==> src/rtl/bfr_pkg.sv <==
// Shared constants and codes of the buffer frame replacement block.
package bfr_pkg;

	localparam int DEF_FRAMES    = 16;
	localparam int DEF_PAGE_BITS = 20;

	localparam int OP_W   = 3;
	localparam int STAT_W = 2;
	localparam int MODE_W = 2;
	localparam int FIU_W  = 5;
	localparam int CNT_W  = 32;
	localparam int PIN_W  = 8;
	localparam int CIDX_W = 1;

	localparam logic [PIN_W-1:0] PIN_MAX   = 8'hFF;
	localparam logic [FIU_W-1:0] FIU_RESET = 5'd16;

	localparam logic [OP_W-1:0] OP_PIN   = 3'd0;
	localparam logic [OP_W-1:0] OP_UNPIN = 3'd1;
	localparam logic [OP_W-1:0] OP_DIRTY = 3'd2;
	localparam logic [OP_W-1:0] OP_FORCE = 3'd3;
	localparam logic [OP_W-1:0] OP_FLUSH = 3'd4;

	localparam logic [STAT_W-1:0] ST_OK       = 2'd0;
	localparam logic [STAT_W-1:0] ST_NO_FRAME = 2'd1;
	localparam logic [STAT_W-1:0] ST_NOT_RES  = 2'd2;
	localparam logic [STAT_W-1:0] ST_NOT_PIN  = 2'd3;

	localparam logic [MODE_W-1:0] MODE_FIFO  = 2'd0;
	localparam logic [MODE_W-1:0] MODE_LRU   = 2'd1;
	localparam logic [MODE_W-1:0] MODE_CLOCK = 2'd2;

	localparam logic [CIDX_W-1:0] CFG_MODE = 1'b0;
	localparam logic [CIDX_W-1:0] CFG_FIU  = 1'b1;

endpackage

==> src/rtl/buffer_frame_replacement.sv <==
// Buffer pool frame table with FIFO, LRU or CLOCK replacement, one frame memory.
// Sequence: lookup reads and checks each frame in turn (up to frames_in_use), then an act state;
// a pin miss adds a victim scan of read and check steps (up to FRAMES, or 2*frames_in_use under CLOCK)
// and a load state, then the beat is presented. Flush reads and checks each rank in turn
// for all FRAMES ranks, stalls while a beat waits, then presents the last beat. One item at a time.
// Reset clears all frames to empty, ranks to frame order, hand and counters to zero.
module buffer_frame_replacement #(
	parameter int FRAMES    = bfr_pkg::DEF_FRAMES,
	parameter int PAGE_BITS = bfr_pkg::DEF_PAGE_BITS,
	localparam int FW = (FRAMES > 1) ? $clog2(FRAMES) : 1
) (
	input  logic                         clk,
	input  logic                         arst_n,
	input  logic                         in_valid,
	output logic                         in_ready,
	input  logic [bfr_pkg::OP_W-1:0]     operation,
	input  logic [PAGE_BITS-1:0]         page_number,
	output logic                         out_valid,
	input  logic                         out_ready,
	output logic [bfr_pkg::STAT_W-1:0]   status,
	output logic [FW-1:0]                frame_index,
	output logic                         hit,
	output logic                         load_request,
	output logic                         writeback_request,
	output logic [PAGE_BITS-1:0]         writeback_page,
	output logic [bfr_pkg::CNT_W-1:0]    read_total,
	output logic [bfr_pkg::CNT_W-1:0]    write_total,
	output logic                         last,
	input  logic                         cfg_valid,
	output logic                         cfg_ready,
	input  logic [bfr_pkg::CIDX_W-1:0]   cfg_index,
	input  logic [bfr_pkg::FIU_W-1:0]    cfg_data
);

	localparam int CW = $clog2(FRAMES + 1);
	localparam int SW = CW + 1;

	typedef struct packed {
		logic [PAGE_BITS-1:0]          tag;
		logic                          dirty;
		logic [bfr_pkg::PIN_W-1:0]     pin;
		logic                          refb;
	} entry_t;

	typedef struct packed {
		logic [bfr_pkg::STAT_W-1:0]    status;
		logic [FW-1:0]                 frame;
		logic                          hit;
		logic                          load;
		logic                          wb;
		logic [PAGE_BITS-1:0]          wb_page;
		logic [bfr_pkg::CNT_W-1:0]     rd_total;
		logic [bfr_pkg::CNT_W-1:0]     wr_total;
		logic                          last;
	} res_t;

	typedef enum logic [10:0] {
		S_IDLE   = 11'b00000000001,
		S_LK_RD  = 11'b00000000010,
		S_LK_EV  = 11'b00000000100,
		S_ACT    = 11'b00000001000,
		S_VC_RD  = 11'b00000010000,
		S_VC_EV  = 11'b00000100000,
		S_LOAD   = 11'b00001000000,
		S_FL_RD  = 11'b00010000000,
		S_FL_EV  = 11'b00100000000,
		S_FL_END = 11'b01000000000,
		S_RESP   = 11'b10000000000
	} state_t;

	entry_t                        frame_mem [FRAMES];
	entry_t                        rd_q;
	logic                          rd_vld_q;
	logic [FRAMES-1:0]             valid_q;
	logic [FW-1:0]                 rank_q  [FRAMES];
	logic [FW-1:0]                 order_q [FRAMES];

	state_t                        state_q;
	logic [bfr_pkg::OP_W-1:0]      op_q;
	logic [PAGE_BITS-1:0]          page_q;
	logic [FW-1:0]                 idx_q;
	logic [SW-1:0]                 step_q;
	logic [FW-1:0]                 vf_q;
	logic                          found_q;
	logic [FW-1:0]                 fidx_q;
	entry_t                        fent_q;
	logic                          fvld_q;
	logic [FW-1:0]                 hand_q;
	logic [bfr_pkg::CNT_W-1:0]     load_cnt_q;
	logic [bfr_pkg::CNT_W-1:0]     store_cnt_q;
	logic [bfr_pkg::MODE_W-1:0]    mode_q;
	logic [bfr_pkg::FIU_W-1:0]     fiu_q;
	res_t                          res_q;
	res_t                          pend_q;
	logic                          pend_v_q;
	res_t                          out_q;
	logic                          out_valid_q;

	logic [CW-1:0]                 n_used;
	logic [SW-1:0]                 two_n;
	logic [FW-1:0]                 clk_start;
	logic                          is_clock;
	logic                          is_lru;
	logic                          slot_free;
	entry_t                        d;
	logic                          rd_en;
	logic [FW-1:0]                 rd_addr;
	logic                          wr_en;
	logic [FW-1:0]                 wr_addr;
	entry_t                        wr_data;
	logic                          mn_en;
	logic [FW-1:0]                 mn_old;
	logic                          lk_match;
	logic                          lk_last;
	logic                          vc_pick;
	logic                          vc_fail;
	logic                          fl_hit;
	logic                          fl_take;
	logic                          idx_end;
	logic [FW-1:0]                 idx_wrap;
	logic                          wb_now;
	logic                          out_load;
	res_t                          pend_fin;

	always_comb begin
		if (fiu_q == '0) begin
			n_used = CW'(1);
		end else if (int'(fiu_q) > FRAMES) begin
			n_used = CW'(FRAMES);
		end else begin
			n_used = CW'(fiu_q);
		end
		two_n = {n_used, 1'b0};
		if (CW'(hand_q) < n_used && (CW'(hand_q) + CW'(1)) != n_used) begin
			clk_start = hand_q + FW'(1);
		end else begin
			clk_start = '0;
		end
	end

	always_comb begin
		pend_fin      = pend_q;
		pend_fin.last = 1'b1;
	end

	assign is_clock  = (mode_q == bfr_pkg::MODE_CLOCK);
	assign is_lru    = (mode_q == bfr_pkg::MODE_LRU);
	assign slot_free = !out_valid_q || out_ready;
	assign d         = rd_vld_q ? rd_q : '0;
	assign idx_end   = (idx_q == FW'(FRAMES - 1));
	assign idx_wrap  = ((CW'(idx_q) + CW'(1)) == n_used) ? '0 : idx_q + FW'(1);
	assign lk_match  = rd_vld_q && (rd_q.tag == page_q);
	assign lk_last   = (CW'(idx_q) + CW'(1)) == n_used;
	assign vc_pick   = is_clock ? (d.pin == '0 && !d.refb)
	                            : (CW'(vf_q) < n_used && d.pin == '0);
	assign vc_fail   = !vc_pick && (is_clock ? ((step_q + SW'(1)) == two_n) : idx_end);
	assign fl_hit    = (CW'(vf_q) < n_used) && rd_vld_q && d.dirty;
	assign fl_take   = fl_hit && (!pend_v_q || slot_free);
	assign wb_now    = fvld_q && fent_q.dirty;
	assign mn_old    = rank_q[fidx_q];
	assign out_load  = (state_q == S_FL_EV && fl_take && pend_v_q) ||
	                   ((state_q == S_FL_END || state_q == S_RESP) && slot_free);

	always_comb begin
		rd_en   = 1'b0;
		rd_addr = idx_q;
		case (state_q)
			S_LK_RD: begin
				rd_en = 1'b1;
			end
			S_VC_RD: begin
				rd_en   = 1'b1;
				rd_addr = is_clock ? idx_q : order_q[idx_q];
			end
			S_FL_RD: begin
				rd_en   = 1'b1;
				rd_addr = order_q[idx_q];
			end
			default: begin
				rd_en = 1'b0;
			end
		endcase
	end

	always_comb begin
		wr_en   = 1'b0;
		wr_addr = fidx_q;
		wr_data = fent_q;
		mn_en   = 1'b0;
		case (state_q)
			S_ACT: begin
				if (found_q) begin
					case (op_q)
						bfr_pkg::OP_PIN: begin
							wr_en = 1'b1;
							if (fent_q.pin != bfr_pkg::PIN_MAX) begin
								wr_data.pin = fent_q.pin + 1'b1;
							end
							wr_data.refb = 1'b1;
							mn_en        = is_lru;
						end
						bfr_pkg::OP_UNPIN: begin
							wr_en       = (fent_q.pin != '0);
							wr_data.pin = fent_q.pin - 1'b1;
							if (fent_q.pin == bfr_pkg::PIN_W'(1)) begin
								wr_data.refb = 1'b0;
							end
						end
						bfr_pkg::OP_DIRTY: begin
							wr_en         = 1'b1;
							wr_data.dirty = 1'b1;
						end
						bfr_pkg::OP_FORCE: begin
							wr_en         = 1'b1;
							wr_data.dirty = 1'b0;
						end
						default: begin
							wr_en = 1'b0;
						end
					endcase
				end
			end
			S_VC_EV: begin
				if (is_clock && d.pin == '0 && d.refb) begin
					wr_en        = 1'b1;
					wr_addr      = vf_q;
					wr_data      = d;
					wr_data.refb = 1'b0;
				end
			end
			S_LOAD: begin
				wr_en         = 1'b1;
				wr_data.tag   = page_q;
				wr_data.dirty = 1'b0;
				wr_data.pin   = bfr_pkg::PIN_W'(1);
				wr_data.refb  = 1'b1;
				mn_en         = !is_clock;
			end
			S_FL_EV: begin
				if (fl_take) begin
					wr_en         = 1'b1;
					wr_addr       = vf_q;
					wr_data       = d;
					wr_data.dirty = 1'b0;
				end
			end
			default: begin
				wr_en = 1'b0;
			end
		endcase
	end

	always_ff @(posedge clk) begin
		if (wr_en) begin
			frame_mem[wr_addr] <= wr_data;
		end
		if (rd_en) begin
			rd_q <= frame_mem[rd_addr];
		end
	end

	always_ff @(posedge clk or negedge arst_n) begin
		if (!arst_n) begin
			for (int i = 0; i < FRAMES; i++) begin
				rank_q[i]  <= FW'(i);
				order_q[i] <= FW'(i);
			end
		end else if (mn_en) begin
			for (int i = 0; i < FRAMES; i++) begin
				if (rank_q[i] > mn_old) begin
					rank_q[i] <= rank_q[i] - 1'b1;
				end
			end
			rank_q[fidx_q] <= FW'(FRAMES - 1);
			for (int r = 0; r < FRAMES - 1; r++) begin
				if (FW'(r) >= mn_old) begin
					order_q[r] <= order_q[r + 1];
				end
			end
			order_q[FRAMES - 1] <= fidx_q;
		end
	end

	always_ff @(posedge clk or negedge arst_n) begin
		if (!arst_n) begin
			state_q     <= S_IDLE;
			valid_q     <= '0;
			rd_vld_q    <= 1'b0;
			hand_q      <= '0;
			load_cnt_q  <= '0;
			store_cnt_q <= '0;
			mode_q      <= bfr_pkg::MODE_FIFO;
			fiu_q       <= bfr_pkg::FIU_RESET;
			pend_v_q    <= 1'b0;
			out_valid_q <= 1'b0;
			found_q     <= 1'b0;
		end else begin
			if (rd_en) begin
				rd_vld_q <= valid_q[rd_addr];
				vf_q     <= rd_addr;
			end
			if (cfg_valid) begin
				case (cfg_index)
					bfr_pkg::CFG_MODE: mode_q <= cfg_data[bfr_pkg::MODE_W-1:0];
					bfr_pkg::CFG_FIU:  fiu_q  <= cfg_data;
					default:           mode_q <= mode_q;
				endcase
			end
			if (out_load) begin
				out_valid_q <= 1'b1;
			end else if (out_ready) begin
				out_valid_q <= 1'b0;
			end
			case (state_q)
				S_IDLE: begin
					if (in_valid) begin
						op_q     <= operation;
						page_q   <= page_number;
						idx_q    <= '0;
						found_q  <= 1'b0;
						pend_v_q <= 1'b0;
						res_q    <= '{status: bfr_pkg::ST_OK, frame: '0, hit: 1'b0,
							load: 1'b0, wb: 1'b0, wb_page: '0, rd_total: load_cnt_q,
							wr_total: store_cnt_q, last: 1'b1};
						if (operation == bfr_pkg::OP_FLUSH) begin
							state_q <= S_FL_RD;
						end else if (operation < bfr_pkg::OP_FLUSH) begin
							state_q <= S_LK_RD;
						end else begin
							state_q <= S_RESP;
						end
					end
				end
				S_LK_RD: begin
					state_q <= S_LK_EV;
				end
				S_LK_EV: begin
					if (lk_match) begin
						found_q <= 1'b1;
						fidx_q  <= idx_q;
						fent_q  <= rd_q;
						state_q <= S_ACT;
					end else if (lk_last) begin
						state_q <= S_ACT;
					end else begin
						idx_q   <= idx_q + FW'(1);
						state_q <= S_LK_RD;
					end
				end
				S_ACT: begin
					if (!found_q) begin
						if (op_q == bfr_pkg::OP_PIN) begin
							idx_q   <= is_clock ? clk_start : '0;
							step_q  <= '0;
							state_q <= S_VC_RD;
						end else begin
							res_q.status <= bfr_pkg::ST_NOT_RES;
							state_q      <= S_RESP;
						end
					end else begin
						state_q     <= S_RESP;
						res_q.frame <= fidx_q;
						case (op_q)
							bfr_pkg::OP_PIN: begin
								res_q.hit <= 1'b1;
							end
							bfr_pkg::OP_UNPIN: begin
								if (fent_q.pin == '0) begin
									res_q.status <= bfr_pkg::ST_NOT_PIN;
								end
							end
							bfr_pkg::OP_FORCE: begin
								store_cnt_q    <= store_cnt_q + 1'b1;
								res_q.wb       <= 1'b1;
								res_q.wb_page  <= fent_q.tag;
								res_q.wr_total <= store_cnt_q + 1'b1;
							end
							default: begin
								res_q.hit <= 1'b0;
							end
						endcase
					end
				end
				S_VC_RD: begin
					state_q <= S_VC_EV;
				end
				S_VC_EV: begin
					if (vc_pick) begin
						fidx_q  <= vf_q;
						fent_q  <= d;
						fvld_q  <= rd_vld_q;
						state_q <= S_LOAD;
					end else if (vc_fail) begin
						res_q.status <= bfr_pkg::ST_NO_FRAME;
						state_q      <= S_RESP;
					end else begin
						step_q  <= step_q + SW'(1);
						idx_q   <= is_clock ? idx_wrap : idx_q + FW'(1);
						state_q <= S_VC_RD;
					end
				end
				S_LOAD: begin
					valid_q[fidx_q] <= 1'b1;
					load_cnt_q      <= load_cnt_q + 1'b1;
					store_cnt_q     <= store_cnt_q + bfr_pkg::CNT_W'(wb_now);
					if (is_clock) begin
						hand_q <= fidx_q;
					end
					res_q.frame    <= fidx_q;
					res_q.load     <= 1'b1;
					res_q.wb       <= wb_now;
					res_q.wb_page  <= wb_now ? fent_q.tag : '0;
					res_q.rd_total <= load_cnt_q + 1'b1;
					res_q.wr_total <= store_cnt_q + bfr_pkg::CNT_W'(wb_now);
					state_q        <= S_RESP;
				end
				S_FL_RD: begin
					state_q <= S_FL_EV;
				end
				S_FL_EV: begin
					if (!fl_hit || fl_take) begin
						if (fl_take) begin
							if (pend_v_q) begin
								out_q <= pend_q;
							end
							store_cnt_q <= store_cnt_q + 1'b1;
							pend_v_q    <= 1'b1;
							pend_q      <= '{status: bfr_pkg::ST_OK, frame: vf_q, hit: 1'b0,
								load: 1'b0, wb: 1'b1, wb_page: d.tag, rd_total: load_cnt_q,
								wr_total: store_cnt_q + 1'b1, last: 1'b0};
						end
						if (idx_end) begin
							state_q <= S_FL_END;
						end else begin
							idx_q   <= idx_q + FW'(1);
							state_q <= S_FL_RD;
						end
					end
				end
				S_FL_END: begin
					if (slot_free) begin
						if (pend_v_q) begin
							out_q <= pend_fin;
						end else begin
							out_q <= res_q;
						end
						state_q <= S_IDLE;
					end
				end
				S_RESP: begin
					if (slot_free) begin
						out_q   <= res_q;
						state_q <= S_IDLE;
					end
				end
				default: begin
					state_q <= S_IDLE;
				end
			endcase
		end
	end

	assign in_ready          = (state_q == S_IDLE);
	assign cfg_ready         = 1'b1;
	assign out_valid         = out_valid_q;
	assign status            = out_q.status;
	assign frame_index       = out_q.frame;
	assign hit               = out_q.hit;
	assign load_request      = out_q.load;
	assign writeback_request = out_q.wb;
	assign writeback_page    = out_q.wb_page;
	assign read_total        = out_q.rd_total;
	assign write_total       = out_q.wr_total;
	assign last              = out_q.last;

`ifndef SYNTH
	a_accept_leaves_idle: assert property (@(posedge clk) disable iff (!arst_n)
		in_valid && in_ready |=> state_q != S_IDLE)
		else $error("accepted beat did not start work");

	a_store_step: assert property (@(posedge clk) disable iff (!arst_n)
		(store_cnt_q == $past(store_cnt_q)) || (store_cnt_q == $past(store_cnt_q) + 1'b1))
		else $error("write count jumped");

	a_rank_order: assert property (@(posedge clk) disable iff (!arst_n)
		rank_q[order_q[0]] == '0)
		else $error("age order and rank disagree");
`endif

endmodule
==> config.mk <==
export PLATFORM = sky130hd
export DESIGN_NAME = buffer_frame_replacement
export DESIGN_NICKNAME = d
export VERILOG_FILES = /design/src/rtl/bfr_pkg.sv /design/src/rtl/buffer_frame_replacement.sv
export SDC_FILE = /design/constraint.sdc
export NUM_CORES = 2
export LEC_CHECK = 0
export ABC_AREA = 1
export ABC_CLOCK_PERIOD_IN_PS = 15450
export BUFFER_PORTS_ARGS = -buffer_cell sky130_fd_sc_hd__buf_2
export CAP_MARGIN = 25
export CORE_MARGIN = 8
export CORE_UTILIZATION = 65
export CTS_BUF_LIST = sky130_fd_sc_hd__clkbuf_16
export DETAILED_ROUTE_END_ITERATION = 12
export GPL_TIMING_DRIVEN = 0
export PLACE_DENSITY = 0.82
export REMOVE_ABC_BUFFERS = 1
export SETUP_SLACK_MARGIN = 0.2
export SLEW_MARGIN = 20
export SYNTH_ARGS = -nofsm -noshare
export SYNTH_HDL_FRONTEND = slang
export SYNTH_SLANG_ARGS = --single-unit
==> constraint.sdc <==
create_clock -name clk -period 15.45 [get_ports clk]
set_input_delay 0 -clock clk [delete_from_list [all_inputs] [get_ports clk]]
set_output_delay 0 -clock clk [all_outputs]
set_load 0.02 [all_outputs]
==> impl_summary.log <==
[metrics] result of the run: complete, no violations
[metrics] sequential element share of the synthesized area: 62.4%
[metrics] final core utilization: 74.6%
[metrics] number of antenna violations at the first check in global routing: 3
[metrics] total power consumption of the routed design: 7.73 mW
[metrics] number of warnings reported in the yosys synthesis log: 0
[metrics] Multi-input gate area: 15800 sq um
[metrics] shortest clock period the worst path allows after layout: 4740 ps
[metrics] Post-layout nets: 5229
[metrics] Root Buffer: clkbuf_16
[metrics] Worst-Margin Slew: 1070 ps
[metrics] maximum number of pins on one net before global-route repair: 147
[metrics] async set-reset flop share out of synthesis: between 20% and 30%
[metrics] Worst Skew: 45.6 ps
[metrics] worst vdd rail ir drop: around 0.12 mV
[metrics] Yosys top cell area share: 50.7%
[metrics] DRC violation total after the first TritonRoute iteration: roughly 4600
[metrics] number of unique standard cell types used by synthesis: 61
[metrics] final routed wire length divided by cell count: 21.5 um
[metrics] global-route wire length before repair: between 200000 and 250000 um
[metrics] total detailed-routing wirelength: 134000 um
[metrics] fillers: between 4000 and 5000
[metrics] Inserted Clock Buffers: 108
[metrics] Max-Slew Margin vs Limit: 28.1%
[metrics] clock-pin slew reported for the worst setup and hold paths after clock tree synthesis: around 60 ps
[metrics] antenna viol nets, final: 0
[metrics] post-DR vias/cell: 6.13
[metrics] most instantiated cells after synthesis: nand2_1, edfxtp_1, inv_1
[metrics] total of max-cap violations: 0
[metrics] period utilisation layout: between 30% and 40%
[metrics] core area: 77500 sq um
[metrics] cells resized by post-CTS repair: 0
[metrics] leakage component of the power: ~24 nW
[metrics] synthesis-to-layout area growth: 13.8%
[metrics] P per Cell Area: between 100 and 150 nW/um^2
[metrics] width of the die: about 300 um
[metrics] number of enable-type register cells in the synthesized netlist: 857
[metrics] number of buffers on the longest clock path: 3
[metrics] post-CTS setup buffer count: 0
[metrics] number of buffers added to fix hold violations after cts: 45
[metrics] Mapped Avg Cell Area: 10.3 sq um
[metrics] maximum net fanout on the critical path: 24
[metrics] critical path startpoint category: register
[metrics] Port Buf Inserts: 129
[metrics] number of antenna diodes: 0
[metrics] CP required: approximately 16000 ps
[metrics] peak clock frequency supported by timing: 211 MHz
[metrics] DR vias: 38225
[metrics] starting density of the core: 65.6%
[metrics] critical path type: reg -> reg
[metrics] number of top-level pins: 131
[metrics] FF+latch count, synth: 1091
[metrics] fraction of final layout cells sized beyond drive strength 1: 11.5%
[metrics] Rows: 102
[metrics] Clk Latency, worst-skew pair: 700 ps
[metrics] count of clock tree sinks: 1091
[metrics] level count of the clock H-tree: 3
[metrics] Worst Hold Class: in -> reg
[metrics] remaining routing DRC violations: 0
[metrics] netlist area before placement: 50800 sq um
[metrics] Final Setup Violations: 0
[metrics] clock tree from TritonCTS: done
[metrics] total placed instance area: 53500 sq um
[metrics] number of global-route vias before repair: 37802
[metrics] Final GP Congestion: 0.918
[metrics] aggregate global-route resource usage: 30.2%
[metrics] most repeated cell in the gate-level netlist after synthesis: nand2_1
[metrics] final std cell area, no fill: 57800 sq um
[metrics] Seq. cell area: 31700 sq um
[metrics] Crit path arrival time: 5100 ps
[metrics] instance count of the mapped netlist: about 5000
[metrics] overall die height: 296 um
[metrics] Final Hold Vio Count: 0
[metrics] Die Area: roughly 87000 sq um
[metrics] primary flip-flop cell chosen by synthesis mapping: edfxtp_1
[metrics] critical path endpoint category: register
[metrics] Post-Route Setup TNS: 0 ps
[metrics] number of slew-limit violations in the final report: 0
[metrics] Area contributors post-synth: edfxtp_1, dfrtp_1, nand2_1
[metrics] post-synth top area cell: edfxtp_1
[metrics] unrepaired setup endpoints after global routing: false
[metrics] first-pass iteration count of the detailed router: 9
[metrics] total global routing overflow: 0
[metrics] DP HPWL: 84100 um
## per-layer routing
metal / share of wire (%) / wire (um) / vias up / global-route usage, %
li1: - / - / 17268 / -
met1: 37 / 49900 / 18106 / 39.2
met2: 48 / 64500 / 2362 / 50.3
met3: 10 / 13600 / 485 / 5.10
met4: 4.4 / 5870 / 4 / 13.4
met5: 0.020 / 27 / - / 0
## report_power, final
| group | internal, mW | switching [mW] | leakage, nW |
|---|---|---|---|
| logic | 0.474 | 1.04 | 11.2 |
| registers | 3.36 | 0.0865 | 10.5 |
| clock network | 1.61 | 1.16 | 1.88 |
| total | 5.44 | 2.29 | 23.6 |
## path summary, 6_finish.rpt
check | start | end | slack (ps) | cells past startpoint
min reg2reg | valid_q[0] | valid_q[0] | 460 | 2
max reg2reg | state_q[10] | frame_mem[7][3] | 10710 | 14
max | state_q[10] | frame_mem[7][3] | 10710 | 14
max in group asynchronous | arst_n | load_cnt_q[19] | 14400 | 4
min | page_number[5] | page_q[5] | 9 | 2
min in group asynchronous | arst_n | rank_q[34] | 110 | 2
## final cells by class
| cell class | instances | share of cell area [%] |
|---|---|---|
| flip-flops and latches | 1091 | 54.8 |
| clock buffers | 110 | 4.76 |
| clock inverters | 94 | 1.75 |
| inverters | 676 | 4.41 |
| repair buffers | 253 | 4.77 |
| well taps | 1040 | 2.25 |
| multi-input cells | 2967 | 27.3 |
## sequential cells by signal, summed over array words and instances (netlist names), 32 cells and up
| signal | flops |
|---|---|
| store_cnt_q | 32 |
| load_cnt_q | 32 |
| write_total | 32 |
| read_total | 32 |
| pend_fin | 88 |
| frame_mem | 480 |
| res_q | 93 |
| rank_q | 64 |
| order_q | 64 |
## kinds of logic (layout without fill, tap and decap cells)
family,Yosys count,in the layout,synth area share [%]
DFF,1091,1091,62.4
adders and majority gates,98,98,2.41
and+or+nand+nor,1904,1904,16.1
AOI/OAI and AO/OA,853,853,10.0
buffers and inverters,873,1133,7.16
muxes,8,8,0.177
other,1,1,0.00738
xor gates and xnor gates,103,103,1.78
## cell usage in the layout, fill, tap and decap left out, types with 16 or more instances in the layout
cell,Yosys,final
o211ai_1,185,185
inv_2,32,31
nand3_1,390,390
o21ai_1,61,80
ha_1,98,98
o21ai_0,292,272
nand4_1,40,40
xnor2_1,16,16
dfrtp_1,168,167
nor3_1,45,44
nor4_1,24,24
inv_1,643,657
bufinv_16,0,18
clkbuf_16,0,110
clkinv_2,0,23
buf_12,0,25
nor2_4,4,28
o22ai_1,33,33
buf_16,0,35
nand2_1,1059,1056
a31oi_1,24,23
dlygate4sd3_1,0,44
a21oi_1,191,188
edfxtp_1,857,857
or2_2,21,21
buf_2,85,128
nor2_1,267,245
dfstp_2,66,66
a221oi_1,21,21
xor2_1,87,87
## per-stage QoR
| stage | hold slack, ps | setup slack [ps] | std cells |
|---|---|---|---|
| 2_1_floorplan | -296 | 7760 | 4734 |
| 3_3_place_gp | 177 | 3110 | 5903 |
| 3_5_place_dp | 58.8 | 10990 | 5978 |
| 4_1_cts | 1.62 | 10940 | 6227 |
| 5_1_grt | 30.2 | 10620 | 6231 |
| 6_report | 9.23 | 10710 | 6231 |
## worst max-delay path, cell delays in order, from the launching register on
cell	delay, ps
dfrtp_1	420
inv_2	90
nand3_2	160
inv_2	140
nand2_2	90
nor2_2	410
inv_2	290
nor2_4	740
nor2_1	310
inv_1	150
nand3_1	130
nand2_1	110
nand3b_1	340
nor2_4	700
buf_12	280
(Power assumes the default switching activity.)
